### src/rtl/mktd_pkg.sv
// ----------------------------------------------------------------------------
// Morse key timing decoder package
// Shared types and fixed constants for the decoder and its output stage.
// ----------------------------------------------------------------------------
`default_nettype none

package mktd_pkg;

  // Width of the dot duration register.
  localparam int unsigned DOT_W       = 11;
  // Width of the character code presented on the output.
  localparam int unsigned CHAR_CODE_W = 8;
  // Dot duration after reset, in ticks.
  localparam int unsigned DOT_RESET   = 60;
  // Ticks the error state is held before returning to idle.
  localparam int unsigned ERROR_HOLD  = 1000;

  typedef enum logic [1:0] {
    MODE_IDLE    = 2'd0,
    MODE_PRESSED = 2'd1,
    MODE_GAP     = 2'd2,
    MODE_ERROR   = 2'd3
  } mode_e;

  typedef enum logic [1:0] {
    KIND_NONE    = 2'd0,
    KIND_DOT     = 2'd1,
    KIND_DASH    = 2'd2,
    KIND_UNCLASS = 2'd3
  } kind_e;

  typedef struct packed {
    logic                   char_done;
    logic [CHAR_CODE_W-1:0] char_code;
    kind_e                  element_kind;
    logic                   too_long;
    mode_e                  mode_now;
  } result_t;

endpackage

`default_nettype wire

### src/rtl/mktd_fsm.sv
// ----------------------------------------------------------------------------
// Morse key timing state machine
// Holds mode, elapsed tick counter and code shift register, and works out the
// result for one tick combinationally from the registered state.
// ----------------------------------------------------------------------------
`default_nettype none

module mktd_fsm #(
  parameter int unsigned CODE_BITS  = 8,
  parameter int unsigned TIMER_BITS = 13
) (
  input  wire logic                       clk_i,
  input  wire logic                       rst_ni,
  input  wire logic                       step_i,
  input  wire logic                       key_down_i,
  input  wire logic [mktd_pkg::DOT_W-1:0] dot_ms_i,
  output mktd_pkg::result_t               result_o
);

  localparam int unsigned CmpW = (TIMER_BITS + 1 > mktd_pkg::DOT_W + 3) ?
                                 TIMER_BITS + 1 : mktd_pkg::DOT_W + 3;

  mktd_pkg::mode_e       mode_q, mode_d;
  logic [TIMER_BITS-1:0] elapsed_q, elapsed_d, elapsed_inc;
  logic [CODE_BITS-1:0]  code_q, code_d;

  logic [CmpW-1:0] d2, dot_x, dot3, dot4, dot6, dot8;
  logic            reach_long, is_dot, is_dash, gap_end, hold_over;

  // The counter advances before it is compared, and saturates.
  assign elapsed_inc = (mode_q != mktd_pkg::MODE_IDLE && elapsed_q != '1) ?
                       elapsed_q + 1'b1 : elapsed_q;

  // Durations are compared doubled so that the half-dot thresholds stay integer.
  assign d2    = CmpW'({elapsed_inc, 1'b0});
  assign dot_x = CmpW'(dot_ms_i);
  assign dot3  = (dot_x << 1) + dot_x;
  assign dot4  = dot_x << 2;
  assign dot6  = dot3 << 1;
  assign dot8  = dot_x << 3;

  assign reach_long = (d2 >= dot8);
  assign is_dot     = (d2 < dot3);
  assign is_dash    = (d2 > dot4);
  assign gap_end    = (d2 >= dot6);
  assign hold_over  = (elapsed_inc > TIMER_BITS'(mktd_pkg::ERROR_HOLD));

  // Next state.
  always_comb begin
    mode_d    = mode_q;
    elapsed_d = elapsed_inc;
    code_d    = code_q;
    unique case (mode_q)
      mktd_pkg::MODE_IDLE: begin
        if (key_down_i) begin
          code_d    = CODE_BITS'(1);
          elapsed_d = '0;
          mode_d    = mktd_pkg::MODE_PRESSED;
        end
      end
      mktd_pkg::MODE_PRESSED: begin
        priority if (reach_long) begin
          elapsed_d = '0;
          mode_d    = mktd_pkg::MODE_ERROR;
        end else if (!key_down_i) begin
          if (is_dot) begin
            code_d = {code_q[CODE_BITS-2:0], 1'b0};
          end else if (is_dash) begin
            code_d = {code_q[CODE_BITS-2:0], 1'b1};
          end
          elapsed_d = '0;
          mode_d    = mktd_pkg::MODE_GAP;
        end
      end
      mktd_pkg::MODE_GAP: begin
        priority if (key_down_i) begin
          elapsed_d = '0;
          mode_d    = mktd_pkg::MODE_PRESSED;
        end else if (gap_end) begin
          mode_d = mktd_pkg::MODE_IDLE;
        end
      end
      mktd_pkg::MODE_ERROR: begin
        if (hold_over) begin
          mode_d = mktd_pkg::MODE_IDLE;
        end
      end
      default: mode_d = mktd_pkg::MODE_IDLE;
    endcase
  end

  // Result of this tick.
  always_comb begin
    result_o              = '0;
    result_o.element_kind = mktd_pkg::KIND_NONE;
    result_o.mode_now     = mode_d;
    unique case (mode_q)
      mktd_pkg::MODE_PRESSED: begin
        priority if (reach_long) begin
          result_o.too_long = 1'b1;
        end else if (!key_down_i) begin
          priority if (is_dot) begin
            result_o.element_kind = mktd_pkg::KIND_DOT;
          end else if (is_dash) begin
            result_o.element_kind = mktd_pkg::KIND_DASH;
          end else begin
            result_o.element_kind = mktd_pkg::KIND_UNCLASS;
          end
        end
      end
      mktd_pkg::MODE_GAP: begin
        if (!key_down_i && gap_end) begin
          result_o.char_done = 1'b1;
          result_o.char_code = mktd_pkg::CHAR_CODE_W'(code_q);
        end
      end
      default: ;
    endcase
  end

  always_ff @(posedge clk_i or negedge rst_ni) begin
    if (!rst_ni) begin
      mode_q    <= mktd_pkg::MODE_IDLE;
      elapsed_q <= '0;
      code_q    <= CODE_BITS'(1);
    end else if (step_i) begin
      mode_q    <= mode_d;
      elapsed_q <= elapsed_d;
      code_q    <= code_d;
    end
  end

endmodule

`default_nettype wire

### src/rtl/mktd_out_reg.sv
// ----------------------------------------------------------------------------
// Morse key timing result register
// Holds one result until the downstream side takes it; a new result may be
// loaded in the same cycle as the held one leaves.
// ----------------------------------------------------------------------------
`default_nettype none

module mktd_out_reg (
  input  wire logic               clk_i,
  input  wire logic               rst_ni,
  input  wire logic               load_i,
  input  wire mktd_pkg::result_t  result_i,
  output logic                    free_o,
  output logic                    valid_o,
  input  wire logic               ready_i,
  output mktd_pkg::result_t       result_o
);

  logic              valid_q, valid_d;
  mktd_pkg::result_t data_q;

  assign free_o   = !valid_q || ready_i;
  assign valid_d  = load_i || (valid_q && !ready_i);
  assign valid_o  = valid_q;
  assign result_o = data_q;

  always_ff @(posedge clk_i or negedge rst_ni) begin
    if (!rst_ni) begin
      valid_q <= 1'b0;
    end else begin
      valid_q <= valid_d;
    end
  end

  always_ff @(posedge clk_i) begin
    if (load_i) begin
      data_q <= result_i;
    end
  end

endmodule

`default_nettype wire

### src/rtl/morse_key_timing_decoder.sv
// ----------------------------------------------------------------------------
// Morse key timing decoder
// Classifies key presses as dots and dashes against a programmable dot length
// and reports each finished character as a leading-one marked code.
//
//   Channel  Direction  Handshake                 Payload
//   in       input      in_valid_i / in_ready_o   key_down_i (one tick)
//   out      output     out_valid_o / out_ready_i char_done_o, char_code_o,
//                                                 element_kind_o, too_long_o,
//                                                 mode_now_o
//   cfg      input      cfg_valid_i / cfg_ready_o dot_ms_i
//
// For each accepted tick request the state update and result are formed from
// the state registers and land in the result register at the accepting edge.
// One request per cycle is sustained while out_ready_i is high; a held result
// stalls the input only when it is not taken that cycle.
// Reset leaves the decoder idle, the code at one and the dot length at 60.
// ----------------------------------------------------------------------------
`default_nettype none

module morse_key_timing_decoder #(
  parameter int unsigned CODE_BITS  = 8,
  parameter int unsigned TIMER_BITS = 13
) (
  input  wire logic                         clk_i,
  input  wire logic                         rst_ni,
  input  wire logic                         in_valid_i,
  output logic                              in_ready_o,
  input  wire logic                         key_down_i,
  output logic                              out_valid_o,
  input  wire logic                         out_ready_i,
  output logic                              char_done_o,
  output logic [mktd_pkg::CHAR_CODE_W-1:0]  char_code_o,
  output logic [1:0]                        element_kind_o,
  output logic                              too_long_o,
  output logic [1:0]                        mode_now_o,
  input  wire logic                         cfg_valid_i,
  output logic                              cfg_ready_o,
  input  wire logic [mktd_pkg::DOT_W-1:0]   dot_ms_i
);

  logic [mktd_pkg::DOT_W-1:0] dot_ms_q;
  logic                       step;
  logic                       free;
  mktd_pkg::result_t          result, held;

  assign cfg_ready_o = 1'b1;
  assign in_ready_o  = free;
  assign step        = in_valid_i && free;

  always_ff @(posedge clk_i or negedge rst_ni) begin
    if (!rst_ni) begin
      dot_ms_q <= mktd_pkg::DOT_W'(mktd_pkg::DOT_RESET);
    end else if (cfg_valid_i) begin
      dot_ms_q <= dot_ms_i;
    end
  end

  mktd_fsm #(
    .CODE_BITS  (CODE_BITS),
    .TIMER_BITS (TIMER_BITS)
  ) u_fsm (
    .clk_i      (clk_i),
    .rst_ni     (rst_ni),
    .step_i     (step),
    .key_down_i (key_down_i),
    .dot_ms_i   (dot_ms_q),
    .result_o   (result)
  );

  mktd_out_reg u_out_reg (
    .clk_i    (clk_i),
    .rst_ni   (rst_ni),
    .load_i   (step),
    .result_i (result),
    .free_o   (free),
    .valid_o  (out_valid_o),
    .ready_i  (out_ready_i),
    .result_o (held)
  );

  assign char_done_o    = held.char_done;
  assign char_code_o    = held.char_code;
  assign element_kind_o = held.element_kind;
  assign too_long_o     = held.too_long;
  assign mode_now_o     = held.mode_now;

endmodule

`default_nettype wire

### config.mk
export PLATFORM = sky130hd
export DESIGN_NAME = morse_key_timing_decoder
export DESIGN_NICKNAME = d
export VERILOG_FILES = /design/src/rtl/mktd_pkg.sv /design/src/rtl/mktd_fsm.sv /design/src/rtl/mktd_out_reg.sv /design/src/rtl/morse_key_timing_decoder.sv
export SDC_FILE = /design/constraint.sdc
export NUM_CORES = 1
export LEC_CHECK = 0
export BUFFER_PORTS_ARGS = -buffer_cell sky130_fd_sc_hd__buf_2
export CORE_MARGIN = 2
export CORE_UTILIZATION = 40
export CTS_CLUSTER_DIAMETER = 150
export DETAILED_ROUTE_END_ITERATION = 16
export HOLD_SLACK_MARGIN = 0.03
export MAX_ROUTING_LAYER = met4
export SKIP_CTS_REPAIR_TIMING = 1
export SYNTH_ARGS = -nofsm -noshare
export SYNTH_HDL_FRONTEND = slang
export SYNTH_SLANG_ARGS = --single-unit
### constraint.sdc
create_clock -name clk_i -period 7.2 [get_ports clk_i]
set_input_delay 0.36 -clock clk_i [delete_from_list [all_inputs] [get_ports clk_i]]
set_output_delay 0.36 -clock clk_i [all_outputs]
set_load 0.01 [all_outputs]
==> results by group <==
Global route
  – Global Route Usage Sum: a little under a fifth
  – Grt ovf: 0
  – Largest net degree at the start of global routing: 36
  – Global-route wire length before repair: between 10000 and 15000 µm
  – Antenna violations before repair: 0
  – Vias in the first global route: 3051

Yosys
  – Leading post-synthesis cells by cell area: dfrtp_1 (19%), ha_1 (17%), edfxtp_1 (11%)
  – FFs w/ async S/R, synth: between 70% and 80%
  – Post-Synthesis Cell Area: 3950 µm²
  – Synthesized flop and latch total: 49
  – Post-Syn Nets: 506
  – Most used DFF post-synth: dfrtp_1
  – Synth unique cells: 65
  – Mean Syn Cell Area: about 9.1 µm²
  – Syn Inst Count: between 400 and 500
  – Number of synthesized flops with an enable pin: 14
  – Cell taking the most area after synthesis: dfrtp_1
  – Synth warn: 0
  – Seq/Total Area, Yosys: between 30% and 40%
  – Synth top area share: about a fifth

Worst setup path
  – Flop-to-flop setup slack: approximately 2.2 ns
  – Critical Path Fanout Max: 9
  – Startpoint types: register
  – Crit-path cells: ha_1 > nand3_2 > or4_1 > and2_4 > nand2_1 > xor2_1 > inv_1 > ha_1 > and3_1 > o21ai_0 > a31o_2 > o211ai_1 > maj3_2 > maj3_2 > a211o_1 > a2111oi_1
  – RR Startpoint: u_fsm.elapsed_q[0]$_DFFE_PN0P_
  – Worst path required time: 7.27 ns
  – Reg2reg path depth: 16
  – Reg-to-reg endpoint: u_out_reg.result_o[3]$_SDFFCE_PP0P_
  – CP Class: register to register
  – Max incr delay on CP: between 0.6 and 0.7 ns
  – CP max stage cell: or4_1
  – CP arrival: 5.07 ns
  – Crit path capture type: register

Timing
  – Clk_skew: 0.0115 ns
  – Final setup TNS: 0 ns
  – RSZ-0062 raised after global routing: no
  – Setup violations, final: 0
  – Max-slew violations: 0
  – Final hold viol count: 0
  – Fmax: roughly 0.20 GHz
  – Worst Tran Pin Value: approximately 0.83 ns
  – Tcrit/Tclk final: 69.5%
  – Slew headroom: 44.9%
  – Period minus WS final: roughly 5 ns
  – Setup WS post-layout: ~2.2 ns

Final layout
  – Most frequent cells in the layout: ha_1 (54), nand2_1 (52), buf_2 (32)
  – Ratio of cells with drive above 1 in the final layout: 14.1%
  – Most common cell after layout, fill and taps aside: ha_1
  – Area Overhead vs Synth: 9.66%
  – ANT cells: 0
  – Post-layout nets: 533

Power
  – Maximum vdd drop: 0.104 mV
  – Combinational fraction of design power: a little over two fifths
  – PD cells: between 200 and 250 nW/µm²
  – Clock Power Share: roughly a fifth
  – Sequential Power Share: between 30% and 40%
  – Cell internal pwr: approximately 0.00063 W
  – Net switching power: approximately 0.0004 W
  – Switch share: 39.6%
  – Leakage: just over 2 nW

CTS
  – CTS Root Cell: clkbuf_8
  – H-tree depth: 2
  – Clk slew on worst S/H paths: ~0.10 ns
  – CTS buffer count: 5
  – Clk sinks: ~50
  – Worst skew pair latency: between 0.3 and 0.4 ns
  – CTS tree: done
  – Clock Tree Buf Depth: 2

Outcome
  – Outcome: complete, no violations

Routing
  – Drt pass-1 iters: 4
  – Routed WL per cell: ~15 µm
  – Number of nets still failing antenna checks after routing: 0
  – Post-Route WL: ~8700 µm
  – Post-route DRC violation count: 0
  – Top sig layer: met4
  – Post-DR vias/cell: between 5 and 6
  – Routed length on met1: about 4300 µm
  – Met2 WL: slightly above 4000 µm
  – DR iter-0 viols: about 130
  – Vias: approximately 3200
  – WL met3: around 240 µm

Hold path
  – Worst min path class: input port to asynchronous set/reset pin

Placement
  – Pre-CTS setup slack: between 2 and 2.5 ns
  – Port bufs: 32
  – Detail Placement HPWL: just under 7000 µm
  – Placer Congestion: approximately 0.82

Floorplanning
  – Core box area: 9680 µm²
  – Die W: ~100 µm
  – Die height: between 100 and 150 µm
  – IO Count: 34
  – Initial Util: between 40% and 50%
  – Row Count: 36
  – Die area: about 11000 µm²

Flow run
  – MaxCap Viol Count: 0
worst max-delay path, delay by kind of cell, from the launching register on:
kind                     cells  cell delay [ns]
adder cells (fa/ha/maj)      4             1.27
AO/OA/AOI/OAI                5             1.25
AND/OR/NAND/NOR              5             1.30
flip-flops                   1             0.51
buffers and inverters        1             0.15
XOR/XNOR                     1             0.29
synth_stat cells (2+ instances only):
cell	count
nand3_1	7
a22oi_1	2
mux2i_1	9
a21o_1	13
maj3_2	2
nand2b_1	6
nor2b_1	5
dfrtp_1	30
a31oi_1	3
edfxtp_1	14
ha_1	54
o21bai_1	2
o21ai_0	30
and3_1	5
mux2_2	3
xnor2_1	7
nor3_1	18
a22o_1	2
o2111ai_1	2
nor2_1	23
buf_2	2
a211oi_1	3
buf_4	2
nor4_1	7
o31ai_1	5
nand2_1	52
nand4_1	9
o21a_1	5
dfstp_2	5
xor2_1	9
nor3b_1	2
inv_1	30
a21oi_1	16
clkbuf_1	8
and2_1	2
o211ai_1	5
or2_2	5
or3_1	3
worst max-delay path by stage:
stage | start | slack, ns | to
floorplan | u_fsm.elapsed_q[0]$_DFFE_PN0P_ | 2.81 | u_fsm.code_q[1]$_DFFE_PN0P_
global placement | u_fsm.elapsed_q[0]$_DFFE_PN0P_ | 2.36 | u_out_reg.result_o[3]$_SDFFCE_PP0P_
detailed placement | u_fsm.elapsed_q[0]$_DFFE_PN0P_ | 2.27 | u_out_reg.result_o[3]$_SDFFCE_PP0P_
CTS | u_fsm.elapsed_q[0]$_DFFE_PN0P_ | 2.22 | u_out_reg.result_o[3]$_SDFFCE_PP0P_
global route | u_fsm.elapsed_q[0]$_DFFE_PN0P_ | 1.87 | u_out_reg.result_o[3]$_SDFFCE_PP0P_
finish | u_fsm.elapsed_q[0]$_DFFE_PN0P_ | 2.20 | u_out_reg.result_o[3]$_SDFFCE_PP0P_
per-layer routing:
| layer | track usage [%] | up-vias |
|---|---|---|
| li1 | - | 1634 |
| met1 | 23.7 | 1505 |
| met2 | 29.1 | 49 |
| met3 | 2.82 | 8 |
| met4 | 5.06 | 0 |
| met5 | - | - |
area by class of cell:
type	instances	area, µm²
multi-input cells	343	2480
clock buffers	5	68.8
fillers	963	5350
well taps	133	166
clock inverters	3	41.3
flip-flops and latches	49	1300
inverters	30	113
repair buffers	32	160
registers in the layout, indices dropped and copies added (netlist names):
signal / cells
u_fsm.mode_q: 2
u_out_reg.result_o: 14
u_fsm.elapsed_q: 13
u_fsm.code_q: 8
dot_ms_q: 11
u_out_reg.valid_o: 1
stage by stage:
stage	utilization (%)	total power, W	instance area (µm²)	std cells	hold WS (ns)
floorplan	-	0.000725	3950	434	0.0644
global placement	43.6	0.000827	4220	587	0.505
detailed placement	43.6	0.000839	4220	587	0.504
CTS	44.7	0.00104	4330	595	0.167
global route	44.7	0.00113	4330	595	0.209
finish	44.7	0.00104	4330	595	0.125
cells by family (layout without fill, tap and decap cells):
family                   count (synthesis)  count (layout)  synth area share (%)
multiplexers                            12              12                  3.14
other                                    1               1                0.0949
XOR/XNOR                                16              16                  3.55
AND/OR/NAND/NOR                        154             154                  19.7
flip-flops                              49              49                  33.0
AO/OA/AOI/OAI                          103             103                  18.1
adder cells (fa/ha/maj)                 57              57                  18.2
buffers and inverters                   42              70                  4.24
power groups by stage:
| stage | registers, W | logic [W] | clock network [W] |
|---|---|---|---|
| final | 0.000383 | 0.000452 | 0.000203 |
| after floorplan | 0.000377 | 0.000349 | 0 |
| after global routing | 0.000391 | 0.000519 | 0.000219 |
| after detailed placement | 0.000388 | 0.000451 | 0 |
| after CTS | 0.000382 | 0.000454 | 0.000209 |
| after global placement | 0.000386 | 0.000440 | 0 |
Power figures use the tool's default switching activity.
